`config.mk`:
```
export PLATFORM = sky130hd
export DESIGN_NAME = line_follow_pid_differential_drive_core
export DESIGN_NICKNAME = d
export VERILOG_FILES = /design/src/hdl/lfpid_pkg.sv /design/src/hdl/line_follow_pid_differential_drive_core.sv
export SDC_FILE = /design/constraint.sdc
export NUM_CORES = 2
export LEC_CHECK = 0
export BUFFER_PORTS_ARGS = -buffer_cell sky130_fd_sc_hd__buf_4
export CAP_MARGIN = 20
export CELL_PAD_IN_SITES_DETAIL_PLACEMENT = 2
export CELL_PAD_IN_SITES_GLOBAL_PLACEMENT = 2
export CORE_MARGIN = 5
export CORE_UTILIZATION = 46
export CTS_CLUSTER_SIZE = 40
export DETAILED_ROUTE_END_ITERATION = 8
export GPL_ROUTABILITY_DRIVEN = 0
export PLACE_DENSITY_LB_ADDON = 0.25
export SLEW_MARGIN = 20
export SYNTH_ARGS = -nofsm -noshare
export SYNTH_HDL_FRONTEND = slang
export SYNTH_SLANG_ARGS = --single-unit
```
`constraint.sdc`:
```
create_clock -name aclk -period 18.9 [get_ports aclk]
set_input_delay 5.67 -clock aclk [delete_from_list [all_inputs] [get_ports aclk]]
set_output_delay 5.67 -clock aclk [all_outputs]
set_load 0.05 [all_outputs]
```
`src/hdl/lfpid_pkg.sv`:
```
// Shared types and constants for the line-follow PID differential-drive core.
// No dependencies.
package lfpid_pkg;

    // Configuration register indexes
    typedef enum logic [2:0] {
        REG_BASE_SPEED = 3'd0,
        REG_TURN_LIMIT = 3'd1,
        REG_REFERENCE  = 3'd2,
        REG_GAIN_P     = 3'd3,
        REG_GAIN_I     = 3'd4,
        REG_GAIN_D     = 3'd5
    } reg_index_t;

    localparam int CFG_INDEX_W = 3;
    localparam int CFG_DATA_W  = 16;

    localparam int POS_W   = 13;
    localparam int S_DATA_W = 16;
    localparam int M_DATA_W = 32;

    // Reset values
    localparam logic [7:0]        BASE_SPEED_RST = 8'd30;
    localparam logic [7:0]        TURN_LIMIT_RST = 8'd80;
    localparam logic signed [8:0] REFERENCE_RST  = 9'sd0;
    localparam logic [15:0]       GAIN_P_RST     = 16'd256;
    localparam logic [15:0]       GAIN_I_RST     = 16'd0;
    localparam logic [15:0]       GAIN_D_RST     = 16'd0;

    // Position map: floor(pos * 510 / 5000) == (pos * MAP_MULT) >> MAP_SHIFT for pos <= 5000
    localparam logic [POS_W-1:0] POS_MAX    = 13'd5000;
    localparam logic [31:0]      MAP_MULT   = 32'd427820;
    localparam int               MAP_SHIFT  = 22;
    localparam logic signed [10:0] MAP_OFFSET = 11'sd255;

    localparam logic signed [16:0] SUM_MAX = 17'sd32767;
    localparam logic signed [16:0] SUM_MIN = -17'sd32768;

endpackage

```
`src/hdl/line_follow_pid_differential_drive_core.sv`:
```
// Line-follow PID steering core: position map, PID, clamp, motor drive.
// Depends on lfpid_pkg.
// Six register stages lie between an input transfer and m_tvalid; the first loads on
// the transfer edge itself.
// Throughput: one item per cycle unless m_tready stalls the output; every stage is a
// single pass, the only loop (error sum and previous error) closes inside the error stage.
// Reset (aresetn low, synchronous): pipeline emptied, error state cleared,
// configuration registers back to their defaults.
module line_follow_pid_differential_drive_core (
    input  logic                              aclk,
    input  logic                              aresetn,
    // configuration write port
    input  logic                              cfg_wr_en,
    input  logic [lfpid_pkg::CFG_INDEX_W-1:0] cfg_index,
    input  logic [lfpid_pkg::CFG_DATA_W-1:0]  cfg_wdata,
    // input stream
    input  logic                              s_tvalid,
    output logic                              s_tready,
    input  logic [lfpid_pkg::S_DATA_W-1:0]    s_tdata,   // [12:0] line_position
    // result stream
    output logic                              m_tvalid,
    input  logic                              m_tready,
    // [8:0] correction, [9] left_forward, [17:10] left_pwm,
    // [18] right_forward, [26:19] right_pwm
    output logic [lfpid_pkg::M_DATA_W-1:0]    m_tdata
);

    // ---------------- configuration ----------------
    logic [7:0]        base_speed_reg;
    logic [7:0]        turn_limit_reg;
    logic signed [8:0] reference_reg;
    logic [15:0]       gain_p_reg;
    logic [15:0]       gain_i_reg;
    logic [15:0]       gain_d_reg;

    always_ff @(posedge aclk) begin
        if (!aresetn) begin
            base_speed_reg <= lfpid_pkg::BASE_SPEED_RST;
            turn_limit_reg <= lfpid_pkg::TURN_LIMIT_RST;
            reference_reg  <= lfpid_pkg::REFERENCE_RST;
            gain_p_reg     <= lfpid_pkg::GAIN_P_RST;
            gain_i_reg     <= lfpid_pkg::GAIN_I_RST;
            gain_d_reg     <= lfpid_pkg::GAIN_D_RST;
        end else if (cfg_wr_en) begin
            case (cfg_index)
                lfpid_pkg::REG_BASE_SPEED: base_speed_reg <= cfg_wdata[7:0];
                lfpid_pkg::REG_TURN_LIMIT: turn_limit_reg <= cfg_wdata[7:0];
                lfpid_pkg::REG_REFERENCE:  reference_reg  <= $signed(cfg_wdata[8:0]);
                lfpid_pkg::REG_GAIN_P:     gain_p_reg     <= cfg_wdata;
                lfpid_pkg::REG_GAIN_I:     gain_i_reg     <= cfg_wdata;
                lfpid_pkg::REG_GAIN_D:     gain_d_reg     <= cfg_wdata;
                default: ;
            endcase
        end
    end

    // ---------------- pipeline control ----------------
    logic s1_valid_reg, s2_valid_reg, s3_valid_reg, s4_valid_reg, s5_valid_reg;
    logic out_valid_reg;
    logic s1_ready, s2_ready, s3_ready, s4_ready, s5_ready, out_ready;

    assign out_ready = !out_valid_reg || m_tready;
    assign s5_ready  = !s5_valid_reg  || out_ready;
    assign s4_ready  = !s4_valid_reg  || s5_ready;
    assign s3_ready  = !s3_valid_reg  || s4_ready;
    assign s2_ready  = !s2_valid_reg  || s3_ready;
    assign s1_ready  = !s1_valid_reg  || s2_ready;
    assign s_tready  = s1_ready;

    logic s1_load, s2_load, s3_load, s4_load, s5_load, out_load;
    assign s1_load  = s_tvalid     && s1_ready;
    assign s2_load  = s1_valid_reg && s2_ready;
    assign s3_load  = s2_valid_reg && s3_ready;
    assign s4_load  = s3_valid_reg && s4_ready;
    assign s5_load  = s4_valid_reg && s5_ready;
    assign out_load = s5_valid_reg && out_ready;

    always_ff @(posedge aclk) begin
        if (!aresetn) begin
            s1_valid_reg  <= 1'b0;
            s2_valid_reg  <= 1'b0;
            s3_valid_reg  <= 1'b0;
            s4_valid_reg  <= 1'b0;
            s5_valid_reg  <= 1'b0;
            out_valid_reg <= 1'b0;
        end else begin
            if (s1_ready)  s1_valid_reg  <= s_tvalid;
            if (s2_ready)  s2_valid_reg  <= s1_valid_reg;
            if (s3_ready)  s3_valid_reg  <= s2_valid_reg;
            if (s4_ready)  s4_valid_reg  <= s3_valid_reg;
            if (s5_ready)  s5_valid_reg  <= s4_valid_reg;
            if (out_ready) out_valid_reg <= s5_valid_reg;
        end
    end

    // ---------------- stage 1: capture position ----------------
    logic [lfpid_pkg::POS_W-1:0] pos_reg;

    always_ff @(posedge aclk) begin
        if (s1_load) pos_reg <= s_tdata[lfpid_pkg::POS_W-1:0];
    end

    // ---------------- stage 2: map to 0..510 ----------------
    logic [lfpid_pkg::POS_W-1:0] pos_sat;
    logic [31:0]                 map_prod;
    logic [8:0]                  map_q_next;
    logic [8:0]                  map_q_reg;

    always_comb begin
        pos_sat    = (pos_reg > lfpid_pkg::POS_MAX) ? lfpid_pkg::POS_MAX : pos_reg;
        map_prod   = {19'd0, pos_sat} * lfpid_pkg::MAP_MULT;
        map_q_next = map_prod[lfpid_pkg::MAP_SHIFT+8:lfpid_pkg::MAP_SHIFT];
    end

    always_ff @(posedge aclk) begin
        if (s2_load) map_q_reg <= map_q_next;
    end

    // ---------------- stage 3: error, sum, difference ----------------
    logic signed [9:0]  prev_err_reg;
    logic signed [15:0] err_sum_reg;
    logic signed [10:0] mapped;
    logic signed [10:0] err_wide;
    logic signed [9:0]  err_next;
    logic signed [16:0] sum_wide;
    logic signed [15:0] sum_next;
    logic signed [10:0] diff_next;
    logic signed [9:0]  err_reg;
    logic signed [15:0] sum_reg;
    logic signed [10:0] diff_reg;

    always_comb begin
        mapped    = $signed({2'b00, map_q_reg}) - lfpid_pkg::MAP_OFFSET;
        err_wide  = mapped - {{2{reference_reg[8]}}, reference_reg};
        err_next  = err_wide[9:0];
        sum_wide  = {err_sum_reg[15], err_sum_reg} + {{7{err_next[9]}}, err_next};
        if (sum_wide > lfpid_pkg::SUM_MAX) begin
            sum_next = lfpid_pkg::SUM_MAX[15:0];
        end else if (sum_wide < lfpid_pkg::SUM_MIN) begin
            sum_next = lfpid_pkg::SUM_MIN[15:0];
        end else begin
            sum_next = sum_wide[15:0];
        end
        diff_next = {err_next[9], err_next} - {prev_err_reg[9], prev_err_reg};
    end

    // controller state advances once per item, as it enters this stage
    always_ff @(posedge aclk) begin
        if (!aresetn) begin
            prev_err_reg <= '0;
            err_sum_reg  <= '0;
        end else if (s3_load) begin
            prev_err_reg <= err_next;
            err_sum_reg  <= sum_next;
        end
    end

    always_ff @(posedge aclk) begin
        if (s3_load) begin
            err_reg  <= err_next;
            sum_reg  <= sum_next;
            diff_reg <= diff_next;
        end
    end

    // ---------------- stage 4: gain products (Q8.8) ----------------
    logic signed [25:0] prod_p_next, prod_p_reg;
    logic signed [31:0] prod_i_next, prod_i_reg;
    logic signed [26:0] prod_d_next, prod_d_reg;
    logic signed [26:0] prod_p_full;
    logic signed [32:0] prod_i_full;
    logic signed [27:0] prod_d_full;

    always_comb begin
        prod_p_full = err_reg  * $signed({1'b0, gain_p_reg});
        prod_i_full = sum_reg  * $signed({1'b0, gain_i_reg});
        prod_d_full = diff_reg * $signed({1'b0, gain_d_reg});
        prod_p_next = prod_p_full[25:0];
        prod_i_next = prod_i_full[31:0];
        prod_d_next = prod_d_full[26:0];
    end

    always_ff @(posedge aclk) begin
        if (s4_load) begin
            prod_p_reg <= prod_p_next;
            prod_i_reg <= prod_i_next;
            prod_d_reg <= prod_d_next;
        end
    end

    // ---------------- stage 5: sum, floor shift, clamp ----------------
    logic signed [33:0] acc;
    logic signed [25:0] corr_full;
    logic signed [25:0] lim_pos;
    logic signed [25:0] lim_neg;
    logic signed [8:0]  corr_next, corr_reg;

    always_comb begin
        acc = {{8{prod_p_reg[25]}}, prod_p_reg}
            + {{2{prod_i_reg[31]}}, prod_i_reg}
            + {{7{prod_d_reg[26]}}, prod_d_reg};
        corr_full = acc[33:8];   // arithmetic shift: floor of acc / 256
        lim_pos   = $signed({18'd0, turn_limit_reg});
        lim_neg   = -lim_pos;
        if (corr_full > lim_pos) begin
            corr_next = lim_pos[8:0];
        end else if (corr_full < lim_neg) begin
            corr_next = lim_neg[8:0];
        end else begin
            corr_next = corr_full[8:0];
        end
    end

    always_ff @(posedge aclk) begin
        if (s5_load) corr_reg <= corr_next;
    end

    // ---------------- output stage: motor drive ----------------
    // speed range -255..510; forward only when strictly positive
    function automatic logic [8:0] motor_drive(input logic signed [9:0] speed);
        logic [9:0] mag;
        logic [7:0] pwm;
        mag = speed[9] ? 10'(-speed) : 10'(speed);
        pwm = (mag > 10'd255) ? 8'd255 : mag[7:0];
        return {(!speed[9] && (speed != 10'sd0)), pwm};
    endfunction

    logic signed [9:0] left_speed, right_speed;
    logic [8:0]        left_drv, right_drv;
    logic signed [8:0] out_corr_reg;
    logic              left_fwd_reg, right_fwd_reg;
    logic [7:0]        left_pwm_reg, right_pwm_reg;

    always_comb begin
        left_speed  = $signed({2'b00, base_speed_reg}) + {corr_reg[8], corr_reg};
        right_speed = $signed({2'b00, base_speed_reg}) - {corr_reg[8], corr_reg};
        left_drv    = motor_drive(left_speed);
        right_drv   = motor_drive(right_speed);
    end

    always_ff @(posedge aclk) begin
        if (out_load) begin
            out_corr_reg  <= corr_reg;
            left_fwd_reg  <= left_drv[8];
            left_pwm_reg  <= left_drv[7:0];
            right_fwd_reg <= right_drv[8];
            right_pwm_reg <= right_drv[7:0];
        end
    end

    assign m_tvalid = out_valid_reg;
    assign m_tdata  = {5'd0, right_pwm_reg, right_fwd_reg, left_pwm_reg, left_fwd_reg,
                       out_corr_reg};

    // ---------------- assertions ----------------
    // error state moves only when an item enters the error stage
    assert property (@(posedge aclk) disable iff (!aresetn)
        !s3_load |=> $stable(err_sum_reg) && $stable(prev_err_reg))
        else $error("controller state changed without an item");

    // input side stalls only when every stage, output included, is full
    assert property (@(posedge aclk) disable iff (!aresetn)
        !s_tready |-> m_tvalid && s1_valid_reg && s5_valid_reg)
        else $error("input stalled with room in the pipeline");

    // a forward bit always comes with a nonzero magnitude
    assert property (@(posedge aclk) disable iff (!aresetn)
        m_tvalid |-> (!left_fwd_reg || left_pwm_reg != 8'd0)
                  && (!right_fwd_reg || right_pwm_reg != 8'd0))
        else $error("forward bit with zero pwm");

endmodule

```
Yosys cells after proc, flatten, opt, wreduce, memory -nomap -nowiden
Cells that the tools add are included.
{"block": "op_classes", "mux": 7, "order_cmp": 7, "n_addsub": 11, "reduce_logical": 31, "multipliers": 4, "eq_ne": 5}
{"cell": "$add 33x27->34", "n": 1}
{"cell": "$add 26x32->33", "n": 1}
{"cell": "$mul 16x17->32", "n": 1}
{"cell": "$mux 16", "n": 2}
{"cell": "$mul 13x17->29 const B", "n": 1}
{"cell": "$mul 11x17->27", "n": 1}
{"cell": "$gt 26x9->1", "n": 1}
{"cell": "$lt 26x26->1", "n": 1}
{"cell": "$mul 10x17->26", "n": 1}
{"cell": "$neg 8->26", "n": 1}
{"cell": "$gt 10x8->1 const B", "n": 2}
{"cell": "$mux 10", "n": 2}
{"cell": "$neg 10->10", "n": 2}
{"cell": "$reduce_bool 10->1", "n": 2}
{"cell": "$add 16x10->17", "n": 1}
{"cell": "$gt 17x16->1 const B", "n": 1}
{"cell": "$lt 17x16->1 const B", "n": 1}
{"cell": "$gt 13x13->1 const B", "n": 1}
{"cell": "$mux 13", "n": 1}
{"cell": "$reduce_and 2->1", "n": 6}
{"cell": "$sub 10x10->11", "n": 1}
{"cell": "$add 9x9->10", "n": 1}
{"cell": "$sub 10x9->10", "n": 1}
{"cell": "$sub 9x8->10 const B", "n": 1}
{"cell": "other kinds (10)", "n": 31}
{"block": "totals", "wordCells": 94, "regBits": 285, "out_inout_bits": 34, "input_bits": 40}

Logic depth before layout (Yosys ltp)
{"block": "depth", "depth_word": 8, "depth_mapped": 28, "mapped_depth_nobuf": 26}

Worst setup path before layout
OpenSTA, ideal clock, no wires.
{"block": "synth_timing", "kind": "input-to-reg", "startpoint": "in m_tready", "endpoint": "reg prod_d_reg[0], enable pin", "required_time_ns": 18.242, "setup_ns": 0.658, "cell_stages": 3, "arrival_time_ns": 12.089, "path_slack_ns": 6.152, "n_path_buf": 0, "cell_sequence": "nor2b_1 > and2_1 > a21boi_0"}
{"block": "synth_between", "elab_chain_len": 4}
{"element": "start: declaration", "line": "line_follow_pid_differential_drive_core.sv:22", "text": "input logic m_tready,"}
{"element": "$logic_or 1x1->1", "line": "line_follow_pid_differential_drive_core.sv:62", "text": "assign out_ready = !out_valid_reg || m_tready;"}
{"element": "$logic_or 1x1->1", "line": "line_follow_pid_differential_drive_core.sv:63", "text": "assign s5_ready = !s5_valid_reg || out_ready;"}
{"element": "$logic_or 1x1->1", "line": "line_follow_pid_differential_drive_core.sv:64", "text": "assign s4_ready = !s4_valid_reg || s5_ready;"}
{"element": "$logic_and 1x1->1", "line": "line_follow_pid_differential_drive_core.sv:74", "text": "assign s4_load = s3_valid_reg && s4_ready;"}
{"element": "named net s4_load", "line": "line_follow_pid_differential_drive_core.sv:70", "text": "logic s1_load, s2_load, s3_load, s4_load, s5_load, out_load;"}
{"element": "end signal: assignment", "line": "line_follow_pid_differential_drive_core.sv:187", "text": "prod_d_reg <= prod_d_next;"}
{"element": "end: declaration", "line": "line_follow_pid_differential_drive_core.sv:169", "text": "logic signed [26:0] prod_d_next, prod_d_reg;"}
The timed path passes the listed nets, and every way through them passes these cells.
A chain may end at the register's enable or synchronous reset.

Worst setup path after layout
{"block": "layout_timing", "startpoint": "in m_tready", "endpoint": "out s_tready"}
{"block": "layout_between", "elab_chain_len": 6}
{"element": "$logic_or 1x1->1", "line": "line_follow_pid_differential_drive_core.sv:62"}
{"element": "$logic_or 1x1->1", "line": "line_follow_pid_differential_drive_core.sv:63"}
{"element": "$logic_or 1x1->1", "line": "line_follow_pid_differential_drive_core.sv:64"}
{"element": "$logic_or 1x1->1", "line": "line_follow_pid_differential_drive_core.sv:65", "text": "assign s3_ready = !s3_valid_reg || s4_ready;"}
{"element": "$logic_or 1x1->1", "line": "line_follow_pid_differential_drive_core.sv:66", "text": "assign s2_ready = !s2_valid_reg || s3_ready;"}
{"element": "$logic_or 1x1->1", "line": "line_follow_pid_differential_drive_core.sv:67", "text": "assign s1_ready = !s1_valid_reg || s2_ready;"}
{"element": "end: declaration", "line": "line_follow_pid_differential_drive_core.sv:18", "text": "output logic s_tready,"}
No other way between the ends.

==> impl_metrics.json <==
{
  "status": "complete, no violations",
  "hold_path.class": "register to register",
  "clockRootBuffer": "clkbuf_16",
  "nFillCells": 8690,
  "reg2reg_from": "pos_reg[2]$_DFFE_PP_",
  "synthArstFlopShare_pct": 0,
  "reg2reg_depth": 24,
  "holdWs_ns": 0.4672,
  "r2r_setup_slack_ns": 11.01,
  "cts_tree": "built",
  "std_cell_rows": 105,
  "synth_seq_cells": 285,
  "leakage_nw": 19.52,
  "synth_area_sq_um": 38030,
  "clk_pin_slew_ns": 0.05,
  "path_class": "input port to output pin",
  "dp_cells": 5096,
  "initial_core_util_pct": 46.39,
  "largest_reg_flops": 32,
  "fin_cells": 5168,
  "io_pins": 74,
  "power_frac_comb_pct": 58.8,
  "insertion_delay_ns": 0.58,
  "yosys.area.top_type_share_pct": 27.85,
  "arrival_ns": 6.99,
  "cts.repair.resized": 0,
  "p_sw_mw": 2.073,
  "synthCells": 4068,
  "multiInputGateArea_sq_um": 27070,
  "dp_hpwl_um": 104100,
  "post-synth-top-area-cell": "fa_1",
  "hold_end": "err_sum_reg[9]$_SDFFE_PN0P_",
  "nets": 5134,
  "wl_per_cell_um": 26.37,
  "clock_path_buffers": 3,
  "p_sw_share_pct": 48.40,
  "first_iter_violations": 1378,
  "ys_seq_area_share_pct": 19.74,
  "antenna_found_initial": 13,
  "seq_power_share_pct": 23.2,
  "yosys-top-cells-area": "fa_1, ha_1, edfxtp_1",
  "hold_viol": 0,
  "grt-ovfl-total": 0,
  "worst_pin_slew_ns": 1.047,
  "drc": 0,
  "globalRouteTotalUtil_pct": 30.95,
  "synth_most_common_cell": "inv_1",
  "setup_viol": 0,
  "finalSetupTns_ns": 0,
  "critPathLaunchType": "input port",
  "viasPerCell": 5.668,
  "synth-warning-count": 0,
  "numPortBuffers": 65,
  "synth_commonest_cells": "inv_1, nand2_1, fa_1",
  "cts.sinks": 285,
  "post_cts_buffers": 0,
  "ant_nets": 0,
  "p_int_mw": 2.210,
  "hp-start": "err_sum_reg[9]$_SDFFE_PN0P_",
  "clock_power_share_pct": 17.9,
  "htreeDepth": 2,
  "dieArea_sq_um": 88530,
  "num_vias": 29293,
  "areaGrowthSynthToFinish_pct": 7.333,
  "vdd_drop_max_uv": 93.26,
  "finClkSkew_ns": 0.03553,
  "r2r-end": "map_q_reg[8]$_DFFE_PP_",
  "die_w_um": 297.5,
  "grt_pass1_vias": 35395,
  "cts.hold.buffers_added": 0,
  "synth_flop_cell": "edfxtp_1",
  "rsz0062_at_grt": "no",
  "max_freq_ghz": 0.07896,
  "cp.required_ns": 13.23,
  "end_kind": "output pin",
  "grt_pass1_wl_um": 212600,
  "drive_above_1_share_pct": 4.349,
  "drt_first_pass_iters": 5,
  "final_area_sq_um": 40820,
  "holdPathStages": 2,
  "die_y_um": 297.5,
  "placed_area_sq_um": 39530,
  "crit_fanout": 6,
  "cap_violations": 0,
  "ff_latch_area_sq_um": 7507,
  "synth-edff-count": 180,
  "fin_crit_ns": 12.66,
  "slew_headroom_pct": 30.10,
  "cp-startpoint": "m_tready",
  "avgSynthCellArea_sq_um": 9.349,
  "core_sq_um": 81980,
  "grt_max_degree": 56,
  "synth_cell_types": 74,
  "slew_violations": 0,
  "numCtsBuffers": 37,
  "power.density_nw_per_um2": 104.9,
  "drt_wl_total_um": 136300,
  "finalCritPeriodShare_pct": 67.00
}
[power groups by stage]
| stage | registers [mW] | logic [mW] | clock network, mW |
|---|---|---|---|
| final | 0.994 | 2.52 | 0.768 |
| after global placement | 0.990 | 2.21 | 0 |
| after detailed placement | 1.00 | 2.42 | 0 |
| after CTS | 0.990 | 2.52 | 0.783 |
| after floorplan | 0.869 | 1.63 | 0 |
| after global routing | 1.00 | 2.77 | 0.803 |
[logic make-up (layout without fill, tap and decap cells)]
family / count (synthesis) / after routing / synth area share, %
flip-flops: 285 / 285 / 19.74
AO/OA/AOI/OAI: 487 / 487 / 7.975
XOR/XNOR: 163 / 163 / 3.754
adder cells (fa/ha/maj): 1029 / 1029 / 44.30
other: 1 / 10 / 0.009860
multiplexers: 12 / 12 / 0.3257
buffers and inverters: 921 / 942 / 9.199
AND/OR/NAND/NOR: 1170 / 1170 / 14.70
[metal layers]
layer  vias to the layer above  GRT usage (%)  wire length [um]
met3                       314          4.758              6374
met2                       744          57.60             71310
met5                         -              0                61
met1                     15421          35.07             51490
met4                         8          13.44              7070
li1                      12806              -                 -
[worst max-delay path: stages]
cell	delay, ns
buf_4	0.11
nor2b_1	0.21
and2_1	0.32
and3_1	0.33
nand3_1	0.14
buf_4	0.21
[layout make-up]
type | instances | share of cell area, %
well taps | 1070 | 3.280
diodes | 5 | 0.03065
inverters | 786 | 7.231
clock buffers | 49 | 2.550
multi-input cells | 2866 | 66.33
flip-flops and latches | 285 | 18.39
repair buffers | 89 | 1.637
clock inverters | 18 | 0.5548
[stage by stage]
| step | power [mW] | setup WS [ns] | util (%) |
|---|---|---|---|
| global placement | 3.203 | 6.341 | 48.21 |
| detailed placement | 3.415 | 6.253 | 48.22 |
| global route | 4.576 | 6.074 | 49.78 |
| CTS | 4.295 | 6.236 | 49.77 |
| floorplan | 2.502 | 6.152 | - |
| finish | 4.283 | 6.236 | 49.79 |
[worst max-delay path by stage]
| stage | end | cells past startpoint |
|---|---|---|
| final | s_tready | 6 |
| after global routing | s_tready | 6 |
| after CTS | s_tready | 6 |
| after detailed placement | s_tready | 6 |
| after global placement | s_tready | 6 |
| after floorplan | prod_d_reg[0]$_DFFE_PP_ | 3 |
[placed cells by master (no fill, tap or decap), drive strengths merged, types with 6 or more instances in the layout]
cell type,Yosys,routed
a21oi,199,199
a31oi,22,22
fa,529,529
o21a,20,20
and3,26,26
o21bai,30,30
a211oi,15,15
clkbuf,121,49
nor2b,29,29
or3,10,10
nand4,12,12
o211ai,6,6
mux2i,9,9
and2,275,275
nand2b,54,54
a211o,8,8
inv,784,787
edfxtp,180,180
xor2,51,51
a21o,64,64
nor3,27,27
a21boi,7,7
buf,14,89
nor2,128,128
o31ai,6,6
xnor2,112,112
nand3,35,35
nand2,548,548
dfxtp,105,105
clkinv,2,12
o21ai,73,73
ha,500,500
nor4,7,7
Power figures use the tool's default switching activity.
